<file path="src/hdl/fwr_pkg.sv">
// Package for the FIFO with remove-by-id block.
// Holds default sizes, command and status codes, and the sequencer states.
// No dependencies.
`timescale 1ns / 1ps

package fwr_pkg;

  localparam int unsigned QueueDepthDef  = 16;
  localparam int unsigned IdBitsDef      = 16;
  localparam int unsigned PayloadBitsDef = 32;

  localparam logic [1:0] CMD_PUSH   = 2'd0;
  localparam logic [1:0] CMD_POP    = 2'd1;
  localparam logic [1:0] CMD_REMOVE = 2'd2;

  typedef enum logic [1:0] {
    ST_OK        = 2'd0,
    ST_EMPTY     = 2'd1,
    ST_NOT_FOUND = 2'd2,
    ST_FULL      = 2'd3
  } status_e;

  typedef enum logic [2:0] {
    S_IDLE,
    S_SRCH_RD,
    S_SRCH_CMP,
    S_SHIFT_RD,
    S_SHIFT_WR,
    S_HEAD_RD,
    S_DONE
  } state_e;

endpackage

</file>
<file path="src/hdl/fwr_ram.sv">
// Record store for the FIFO with remove-by-id block.
// One write port, one read port with registered read data.
// No package dependencies.
`timescale 1ns / 1ps

module fwr_ram #(
  parameter int unsigned DEPTH = 16,
  parameter int unsigned WIDTH = 48,
  localparam int unsigned AddrW = $clog2(DEPTH)
) (
  input  logic             clk_i,
  input  logic             we_i,
  input  logic [AddrW-1:0] waddr_i,
  input  logic [WIDTH-1:0] wdata_i,
  input  logic             re_i,
  input  logic [AddrW-1:0] raddr_i,
  output logic [WIDTH-1:0] rdata_o
);

  logic [WIDTH-1:0] mem_q [DEPTH];
  logic [WIDTH-1:0] rdata_q;

  always_ff @(posedge clk_i) begin
    if (we_i) begin
      mem_q[waddr_i] <= wdata_i;
    end
  end

  always_ff @(posedge clk_i) begin
    if (re_i) begin
      rdata_q <= mem_q[raddr_i];
    end
  end

  assign rdata_o = rdata_q;

endmodule

</file>
<file path="src/hdl/fifo_with_remove_by_id.sv">
// Bounded queue of (id, payload) records with push, pop and remove-by-id.
// Uses fwr_pkg and the record store fwr_ram.
//
// Usage:
//   Input channel (in_valid_i / in_stall_o) carries one command item: push a
//   record, pop the head, or remove the first record whose id matches.
//   Output channel (out_valid_o / out_stall_i) returns one result item per
//   command: status, occupancy and the head record after the command.
//   Records sit in slot order, slot 0 is the head. The store has one read and
//   one write port; a single index counter and id comparator walk it.
//   Push, an unused command code and pop or remove on an empty queue go
//   straight to the head read. A search reads and compares each record
//   visited; closing the gap after a removal or pop reads and writes each
//   record moved, then drops the tail. The next item is taken once the
//   sequencer is back in idle after the result is loaded.
//   The block takes one command at a time; in_stall_o is low only while idle.
//   A finished result waits in the output register while the next command is
//   accepted; a second result waits in the sequencer until the first is taken.
//   Reset empties the queue; slot contents are not cleared, and head id and
//   payload read as zero while the queue is empty.
`timescale 1ns / 1ps

module fifo_with_remove_by_id #(
  parameter int unsigned QUEUE_DEPTH  = fwr_pkg::QueueDepthDef,
  parameter int unsigned ID_BITS      = fwr_pkg::IdBitsDef,
  parameter int unsigned PAYLOAD_BITS = fwr_pkg::PayloadBitsDef,
  localparam int unsigned CntW = $clog2(QUEUE_DEPTH + 1)
) (
  input  logic                    clk_i,
  input  logic                    rst_ni,
  input  logic                    in_valid_i,
  output logic                    in_stall_o,
  input  logic [1:0]              command_i,
  input  logic [ID_BITS-1:0]      process_id_i,
  input  logic [PAYLOAD_BITS-1:0] process_payload_i,
  output logic                    out_valid_o,
  input  logic                    out_stall_i,
  output logic [1:0]              status_o,
  output logic [CntW-1:0]         occupancy_o,
  output logic                    head_valid_o,
  output logic [ID_BITS-1:0]      head_id_o,
  output logic [PAYLOAD_BITS-1:0] head_payload_o
);

  localparam int unsigned PtrW = $clog2(QUEUE_DEPTH);
  localparam int unsigned RecW = ID_BITS + PAYLOAD_BITS;
  localparam logic [CntW-1:0] Full = CntW'(QUEUE_DEPTH);

  fwr_pkg::state_e  state_q, state_d;
  fwr_pkg::status_e status_q, status_d;
  logic [CntW-1:0]    count_q, count_d;
  logic [CntW-1:0]    idx_q, idx_d;
  logic [ID_BITS-1:0] key_q, key_d;

  logic [CntW-1:0] idx_nxt;
  logic            at_last;
  logic            accept;
  logic            load;

  logic            ram_we;
  logic [PtrW-1:0] ram_waddr;
  logic [RecW-1:0] ram_wdata;
  logic            ram_re;
  logic [PtrW-1:0] ram_raddr;
  logic [RecW-1:0] ram_rdata;

  logic [ID_BITS-1:0]      rd_id;
  logic [PAYLOAD_BITS-1:0] rd_payload;

  logic                    out_valid_q;
  logic [1:0]              out_status_q;
  logic [CntW-1:0]         out_count_q;
  logic                    out_head_valid_q;
  logic [ID_BITS-1:0]      out_head_id_q;
  logic [PAYLOAD_BITS-1:0] out_head_payload_q;

  assign rd_id      = ram_rdata[RecW-1:PAYLOAD_BITS];
  assign rd_payload = ram_rdata[PAYLOAD_BITS-1:0];

  // Shared index unit: next slot and end-of-queue test
  assign idx_nxt = idx_q + CntW'(1);
  assign at_last = (idx_nxt >= count_q);

  assign in_stall_o = (state_q != fwr_pkg::S_IDLE);
  assign accept     = in_valid_i && !in_stall_o;
  assign load       = (state_q == fwr_pkg::S_DONE) && (!out_valid_q || !out_stall_i);

  fwr_ram #(
    .DEPTH (QUEUE_DEPTH),
    .WIDTH (RecW)
  ) u_ram (
    .clk_i   (clk_i),
    .we_i    (ram_we),
    .waddr_i (ram_waddr),
    .wdata_i (ram_wdata),
    .re_i    (ram_re),
    .raddr_i (ram_raddr),
    .rdata_o (ram_rdata)
  );

  always_ff @(posedge clk_i or negedge rst_ni) begin
    if (!rst_ni) begin
      state_q  <= fwr_pkg::S_IDLE;
      status_q <= fwr_pkg::ST_OK;
      count_q  <= '0;
      idx_q    <= '0;
    end else begin
      state_q  <= state_d;
      status_q <= status_d;
      count_q  <= count_d;
      idx_q    <= idx_d;
    end
  end

  always_ff @(posedge clk_i) begin
    key_q <= key_d;
  end

  always_comb begin
    state_d   = state_q;
    status_d  = status_q;
    count_d   = count_q;
    idx_d     = idx_q;
    key_d     = key_q;
    ram_we    = 1'b0;
    ram_waddr = count_q[PtrW-1:0];
    ram_wdata = {process_id_i, process_payload_i};
    ram_re    = 1'b0;
    ram_raddr = idx_q[PtrW-1:0];

    unique case (state_q)
      fwr_pkg::S_IDLE: begin
        if (accept) begin
          status_d = fwr_pkg::ST_OK;
          key_d    = process_id_i;
          idx_d    = '0;
          state_d  = fwr_pkg::S_HEAD_RD;
          unique case (command_i)
            fwr_pkg::CMD_PUSH: begin
              if (count_q == Full) begin
                status_d = fwr_pkg::ST_FULL;
              end else begin
                ram_we  = 1'b1;
                count_d = count_q + CntW'(1);
              end
            end
            fwr_pkg::CMD_POP: begin
              if (count_q == '0) begin
                status_d = fwr_pkg::ST_EMPTY;
              end else begin
                state_d = fwr_pkg::S_SHIFT_RD;
              end
            end
            fwr_pkg::CMD_REMOVE: begin
              if (count_q == '0) begin
                status_d = fwr_pkg::ST_NOT_FOUND;
              end else begin
                state_d = fwr_pkg::S_SRCH_RD;
              end
            end
            default: begin
              state_d = fwr_pkg::S_HEAD_RD;
            end
          endcase
        end
      end
      fwr_pkg::S_SRCH_RD: begin
        ram_re  = 1'b1;
        state_d = fwr_pkg::S_SRCH_CMP;
      end
      fwr_pkg::S_SRCH_CMP: begin
        if (rd_id == key_q) begin
          state_d = fwr_pkg::S_SHIFT_RD;
        end else if (at_last) begin
          status_d = fwr_pkg::ST_NOT_FOUND;
          state_d  = fwr_pkg::S_HEAD_RD;
        end else begin
          idx_d   = idx_nxt;
          state_d = fwr_pkg::S_SRCH_RD;
        end
      end
      fwr_pkg::S_SHIFT_RD: begin
        // Pull the next record down one slot, or drop the tail when done
        if (at_last) begin
          count_d = count_q - CntW'(1);
          state_d = fwr_pkg::S_HEAD_RD;
        end else begin
          ram_re    = 1'b1;
          ram_raddr = idx_nxt[PtrW-1:0];
          state_d   = fwr_pkg::S_SHIFT_WR;
        end
      end
      fwr_pkg::S_SHIFT_WR: begin
        ram_we    = 1'b1;
        ram_waddr = idx_q[PtrW-1:0];
        ram_wdata = ram_rdata;
        idx_d     = idx_nxt;
        state_d   = fwr_pkg::S_SHIFT_RD;
      end
      fwr_pkg::S_HEAD_RD: begin
        ram_re    = 1'b1;
        ram_raddr = '0;
        state_d   = fwr_pkg::S_DONE;
      end
      fwr_pkg::S_DONE: begin
        if (load) begin
          state_d = fwr_pkg::S_IDLE;
        end
      end
      default: begin
        state_d = fwr_pkg::S_IDLE;
      end
    endcase
  end

  always_ff @(posedge clk_i or negedge rst_ni) begin
    if (!rst_ni) begin
      out_valid_q <= 1'b0;
    end else if (load) begin
      out_valid_q <= 1'b1;
    end else if (!out_stall_i) begin
      out_valid_q <= 1'b0;
    end
  end

  always_ff @(posedge clk_i) begin
    if (load) begin
      out_status_q       <= status_q;
      out_count_q        <= count_q;
      out_head_valid_q   <= (count_q != '0);
      out_head_id_q      <= (count_q != '0) ? rd_id : '0;
      out_head_payload_q <= (count_q != '0) ? rd_payload : '0;
    end
  end

  assign out_valid_o    = out_valid_q;
  assign status_o       = out_status_q;
  assign occupancy_o    = out_count_q;
  assign head_valid_o   = out_head_valid_q;
  assign head_id_o      = out_head_id_q;
  assign head_payload_o = out_head_payload_q;

  a_count_bound: assert property (@(posedge clk_i) disable iff (!rst_ni)
    count_q <= Full)
    else $error("occupancy above queue depth");

  a_count_step: assert property (@(posedge clk_i) disable iff (!rst_ni)
    (count_q == $past(count_q)) || (count_q == $past(count_q) + CntW'(1)) ||
    (count_q + CntW'(1) == $past(count_q)))
    else $error("occupancy moved by more than one record");

  a_busy_after_accept: assert property (@(posedge clk_i) disable iff (!rst_ni)
    accept |=> in_stall_o)
    else $error("sequencer idle right after taking an item");

  a_shift_in_range: assert property (@(posedge clk_i) disable iff (!rst_ni)
    (state_q == fwr_pkg::S_SHIFT_WR) |-> (idx_nxt < count_q))
    else $error("record move outside held slots");

  a_head_flag: assert property (@(posedge clk_i) disable iff (!rst_ni)
    out_valid_o |-> (head_valid_o == (occupancy_o != '0)))
    else $error("head flag disagrees with occupancy");

endmodule
</file>
<file path="config.mk">
export PLATFORM = sky130hd
export DESIGN_NAME = fifo_with_remove_by_id
export DESIGN_NICKNAME = d
export VERILOG_FILES = /design/src/hdl/fwr_pkg.sv /design/src/hdl/fwr_ram.sv /design/src/hdl/fifo_with_remove_by_id.sv
export SDC_FILE = /design/constraint.sdc
export NUM_CORES = 1
export LEC_CHECK = 0
export ABC_AREA = 1
export BUFFER_PORTS_ARGS = -buffer_cell sky130_fd_sc_hd__clkbuf_2
export CAP_MARGIN = 20
export CORE_MARGIN = 5
export CORE_UTILIZATION = 40
export DETAILED_ROUTE_END_ITERATION = 16
export GPL_TIMING_DRIVEN = 0
export PLACE_DENSITY = 0.6
export RECOVER_POWER = 100
export SYNTH_ARGS = -nofsm -noshare
export SYNTH_HDL_FRONTEND = slang
export SYNTH_SLANG_ARGS = --single-unit
</file>
<file path="constraint.sdc">
create_clock -name clk_i -period 5.87 [get_ports clk_i]
set_input_delay 0 -clock clk_i [delete_from_list [all_inputs] [get_ports clk_i]]
set_output_delay 0 -clock clk_i [all_outputs]
set_load 0.05 [all_outputs]
</file>
* After elaboration in Yosys (flattened, before gate mapping) *
Memories as Yosys holds them, arrays and structs flattened. A register that Yosys moved wholly into a read port is not among the register bits.
Cells that the tools add are included.

cells by class
  magnitude comparators = 1
  muxes and demuxes = 40
  add/subtract/negate cells = 3
  reduce and logical (&&, ||, !) cells = 20
  equal/unequal tests = 19

operators by type and width
  operator               number
  $mux W48               1
  $mux W5                7
  $pmux W3 S7            1
  $mux W3                6
  $eq A16 B16 Y1         1
  $pmux W5 S3            1
  $ne A2 B2 Y1 const B   7
  $add A5 B1 Y5 const B  2
  $mux W1                10
  $mux W2                5
  $pmux W5 S2            1
  $eq A3 B3 Y1 const B   3
  $mux W4                2
  $pmux W4 S2            1
  $reduce_and A4 Y1      2
  $eq A3 B2 Y1 const B   2
  $pmux W2 S3            1
  $pmux W3 S2            1
  $reduce_bool A3 Y1     2
  $eq A5 B5 Y1 const B   1
  $ge A5 B5 Y1           1
  $logic_not A5 Y1       1
  $reduce_and A5 Y1      1
  $reduce_bool A5 Y1     1
  15 further kinds       22

storage, ports and cells
  output and inout bits = 58
  memories kept = 1
  input bits = 54
  RAM bits = 768
  logic and storage cells = 95
  flip-flop bits (word level) = 88

memories
  name         words  bits a word  read ports  clocked after memory_dff  write ports  RTL line       RTL
  u_ram.mem_q  16     48           1           1                         1            fwr_ram.sv:20  logic [WIDTH-1:0] mem_q [DEPTH];

* Logic depth before layout (Yosys ltp) *
  word-level depth = 7
  mapped depth = 18

* By module *
A second synthesis with hierarchy kept.

second synthesis, totals
  cells, all modules = 3695
  area total of the unflattened synthesis = 39282.7 µm²

by module, submodules not included
  module                  instances  cells an instance  seq. area each (µm²)  area each (µm²)
  fwr_ram                 1          3165               24503.5               34469.3
  fifo_with_remove_by_id  1          530                2562.5                4813.4

* Least setup slack after synthesis *
OpenSTA, ideal clock, no wires.

  kind = register to register
  start = reg state_q[2]
  end = mem u_ram.mem_q[10][0], enable pin
  required time = 5.416 ns
  library setup time = 0.454 ns
  arrival time = 4.390 ns
  cell stages (with the launch flop) = 8
  path slack = 1.026 ns
  buffers on the path = 0
  cell sequence = dfrtp_1 nor2_1 nand2_1 nor2_1 nand3_1 nand2_1 nand3_1 nor2_1

on the way
  word-level cells in the longest chain between the ends = 7

RTL lines
  item                           RTL line                       RTL
  start, declared                fifo_with_remove_by_id.sv:49   fwr_pkg::state_e state_q, state_d;
  start signal, assigned         fifo_with_remove_by_id.sv:103  state_q <= fwr_pkg::S_IDLE;
  start signal, assigned         fifo_with_remove_by_id.sv:108  state_q <= state_d;
  $reduce_bool A3 Y1             fifo_with_remove_by_id.sv:84   assign in_stall_o = (state_q != fwr_pkg::S_IDLE);
  via in_stall_o                 fifo_with_remove_by_id.sv:32   output logic in_stall_o,
  $logic_not A1 Y1               fifo_with_remove_by_id.sv:85   assign accept = in_valid_i && !in_stall_o;
  $logic_and A1 B1 Y1            fifo_with_remove_by_id.sv:85
  $mux W1                        fifo_with_remove_by_id.sv:133  if (accept) begin
  $pmux W1 S2                    fifo_with_remove_by_id.sv:131  unique case (state_q)
  $mux W1                        fwr_ram.sv:24                  if (we_i) begin
  $mux W1 (not written as such)  fwr_ram.sv:25                  mem_q[waddr_i] <= wdata_i;
  end, declared                  fwr_ram.sv:20

The timed path passes the listed nets, and every way through them passes these cells.

* Final worst setup path *
  start = reg idx_q[1]
  end = reg u_ram.rdata_q[43], in the netlist u_ram.rdata_o[43] (read register of u_ram.mem_q) (data pin)

on the way
  word-level cells in the longest chain between the ends = 4

RTL lines
  item                                               RTL line                       RTL
  start, declared                                    fifo_with_remove_by_id.sv:52   logic [CntW-1:0] idx_q, idx_d;
  start signal, assigned                             fifo_with_remove_by_id.sv:111  idx_q <= idx_d;
  $add A5 B1 Y5                                      fifo_with_remove_by_id.sv:81   assign idx_nxt = idx_q + CntW'(1);
  $ge A5 B5 Y1                                       fifo_with_remove_by_id.sv:82   assign at_last = (idx_nxt >= count_q);
  $mux W4 / $mux W1 (equally long branches)          fifo_with_remove_by_id.sv:184  if (at_last) begin
  $pmux W4 S2 / $pmux W1 S2 (equally long branches)  fifo_with_remove_by_id.sv:131
  end, declared                                      fwr_ram.sv:21                  logic [WIDTH-1:0] rdata_q;

Several ways; a longest one is shown, not always the timed one.
A chain may end at the register's enable or synchronous reset.

==> qor.csv <==
metric;value;unit
drt_iter0_drc;2695;
path_max_fanout;10;
switchingPower;9.01;mW
ys_seq_area_frac;0.693;
powerDensity;507;nW/µm²
post_cts_buffers;0;
worst_slack;1.00;ns
grt_overflow;0;
clkTransAtPathRegs;0.06;ns
rsz0062_at_grt;false;
regToRegSetupSlack;1.0;ns
internal_power;14.1;mW
max_cap_viol_count;6;
pre_cts_ws;1.76;ns
violations;max-capacitance violations, max-slew violations;
fp-row-count;114;
regArea;27100;µm²
track_usage;0.212;
combinationalPowerShare;0.362;
netSwitchingFraction;0.390;
dieArea;104000;µm²
utilization;0.471;
finalHoldViolations;0;
period_share;0.830;
nets;3777;
ant_nets;0;
vdd_ir_drop_max;0.000249;V
reg2reg_to;u_ram.rdata_o[43]$_DFFE_PP_;
endpoint;u_ram.rdata_o[43]$_DFFE_PP_;
core;96900;µm²
die-height;322;µm
fin_skew;0.0528;ns
drt_pass1_iterations;7;
min_from;process_id_i[0];
multi_input_area;9550;µm²
yosysTopAreaCell;edfxtp_1;
r2r_start;idx_q[1]$_DFFE_PN0P_;
p_leak;17.8;nW
yosysWarnings;0;
syn_area_per_cell;11.5;µm²
numCtsBuffers;96;
most-common-layout-cells;edfxtp_1 (888), nand2_1 (884), nand3_1 (684);
clk_latency;0.69;ns
syn_to_final_growth;16.7;%
totalWireLength;111;mm
routedWlPerCell;22.0;µm
dieWidth;322;µm
clockPowerShare;0.267;
mostFrequentLayoutCell;edfxtp_1;
n_fill_cell;8716;
numClockSinks;904;
num_vias;26358;
status;complete, but fails checks;
tightest_slew;1.88;ns
path_class;reg -> reg;
relSlewSlack;-0.268;
h-tree-depth;3;
crit_start;idx_q[1]$_DFFE_PN0P_;
setup_viol;0;
slew_violations;113;
r2r_cells;16;
arrival;5.25;ns
syn_area;39100;µm²
synth_top_area_frac;0.683;
hold_path.class;in -> reg;
synthDistinctLibCells;33;
vias_per_cell;5.21;
synthArstFlopShare;0.0177;
grt_pass1_wl;164;mm
start_util;0.403;
synthCells;3408;
cp.required;6.25;ns
antenna_found_initial;0;
grt_max_degree;27;
fmax;0.205;GHz
worstSetupStartpointType;flip-flop;
drive_gt1_frac;0.0988;
finalCriticalPeriod;4.87;ns
synth.area.top_cells;edfxtp_1 (68%), nand3_1 (8.8%), nand2_1 (8.5%), nand3b_1 (3.7%), inv_1 (3.6%);
ys_ff_latch;904;
routabilityCongestion;0.828;
cts_tree;built;
power_frac_seq;0.372;
cts.path.max_buffers;3;
synth_fp_nets;3476;
ys.flop_type;edfxtp_1;
first_global_vias;25393;
cts-root-buf;clkbuf_16;
route.detailed.drc;0;
end_kind;flip-flop;
totalPowerFinal;23.1;mW
synth-edff-count;888;
ios;112;
io_buffers;111;
dp_hpwl;74.6;mm
## layout make-up
cell class | count | share of cell area
clock buffer | 111 | 0.0540
multi-input combinational | 1920 | 0.210
buffer | 204 | 0.0233
sequential | 904 | 0.594
tap | 1276 | 0.0350
timing repair buffer | 203 | 0.0365
clock inverter | 62 | 0.0163
inverter | 380 | 0.0313
antenna | 2 | 0.000110
## repair_timing
| action | CTS | global route |
|---|---|---|
| resized for setup | 0 | 0 |
| hold buffers | 55 | 0 |
| hold endpoints to repair | 794 | 0 |
## through the flow
| step | setup TNS (ns) | cell area, µm² | cells | hold WS, ns |
|---|---|---|---|---|
| 3_3_place_gp | -1257.93 | 41200 | 4795 | -0.0462 |
| 4_1_cts | 0 | 45800 | 5059 | 0.0354 |
| 5_1_grt | 0 | 45600 | 5060 | 0.102 |
| 3_5_place_dp | 0 | 42100 | 4831 | -0.0447 |
| 2_1_floorplan | 0 | 39100 | 3408 | -0.296 |
| 6_report | 0 | 45600 | 5062 | 0.0790 |
## critical path, stage by stage (launching register included)
cell and delay (ns):
dfrtp_1 0.46, ha_1 0.22, nand3_1 0.10, xnor2_1 0.17, ha_1 0.30, nand2_1 0.07, nor2_1 0.11, nand2_1 0.11
nand4_2 0.19, clkbuf_1 0.85, clkbuf_1 0.94, clkbuf_1 0.49, nand3b_1 0.13, nand3_1 0.11, nand3_1 0.07, nand3_1 0.12
nand2_1 0.10
## power groups by stage
stage | clock network, mW | registers [mW] | logic (mW)
6_report | 6.16 | 8.58 | 8.35
5_1_grt | 6.51 | 8.63 | 9.14
4_1_cts | 6.24 | 8.56 | 8.48
3_5_place_dp | 0 | 8.69 | 8.41
3_3_place_gp | 0 | 8.80 | 8.09
2_1_floorplan | 0 | 8.87 | 5.01
## worst min path at each step
stage                               to  cells after the start
2_1_floorplan   count_q[0]$_DFFE_PN0P_                      0
3_3_place_gp   status_q[0]$_DFFE_PN0P_                      1
3_5_place_dp   status_q[1]$_DFFE_PN0P_                      1
4_1_cts             key_q[4]$_DFFE_PP_                      2
5_1_grt             key_q[2]$_DFFE_PP_                      2
6_report            key_q[0]$_DFFE_PP_                      2
## per-layer routing
metal  wire (µm)  GRT usage  share of wire  vias to the layer above
met5           0          0              0                        -
met4        3680     0.0793          0.033                        0
met3        8590     0.0308          0.077                      200
met2       52500      0.346           0.47                     1146
met1       46600      0.290           0.42                    12763
li1            -          -              -                    12249
## flip-flops by register name, summed over array words and instances (netlist names)
register,flops
u_ram.mem_q,768
u_ram.rdata_o,48
head_payload_o,32
head_id_o,16
key_q,16
count_q,5
idx_q,5
occupancy_o,5
state_q,3
status_o,2
status_q,2
head_valid_o,1
out_valid_o,1
## Yosys cell counts, types with 4 or more instances
master	n
nor2_1	33
nand2_1	884
xnor2_1	17
nand4_1	7
nand3_1	684
o21ai_0	16
buf_1	10
ha_1	13
a21oi_1	7
mux2_2	45
xor2_1	7
edfxtp_1	888
inv_1	376
nand3b_1	192
buf_2	105
buf_4	43
clkbuf_1	45
inv_2	4
dfrtp_1	16
## logic make-up after synthesis
group                      synth area share
adders and majority gates           0.00468
muxes                                0.0130
buffers and inverters                0.0638
xor gates and xnor gates            0.00538
and+or+nand+nor                       0.216
DFF                                   0.693
AOI/OAI and AO/OA                   0.00429
Power figures use the tool's default switching activity.
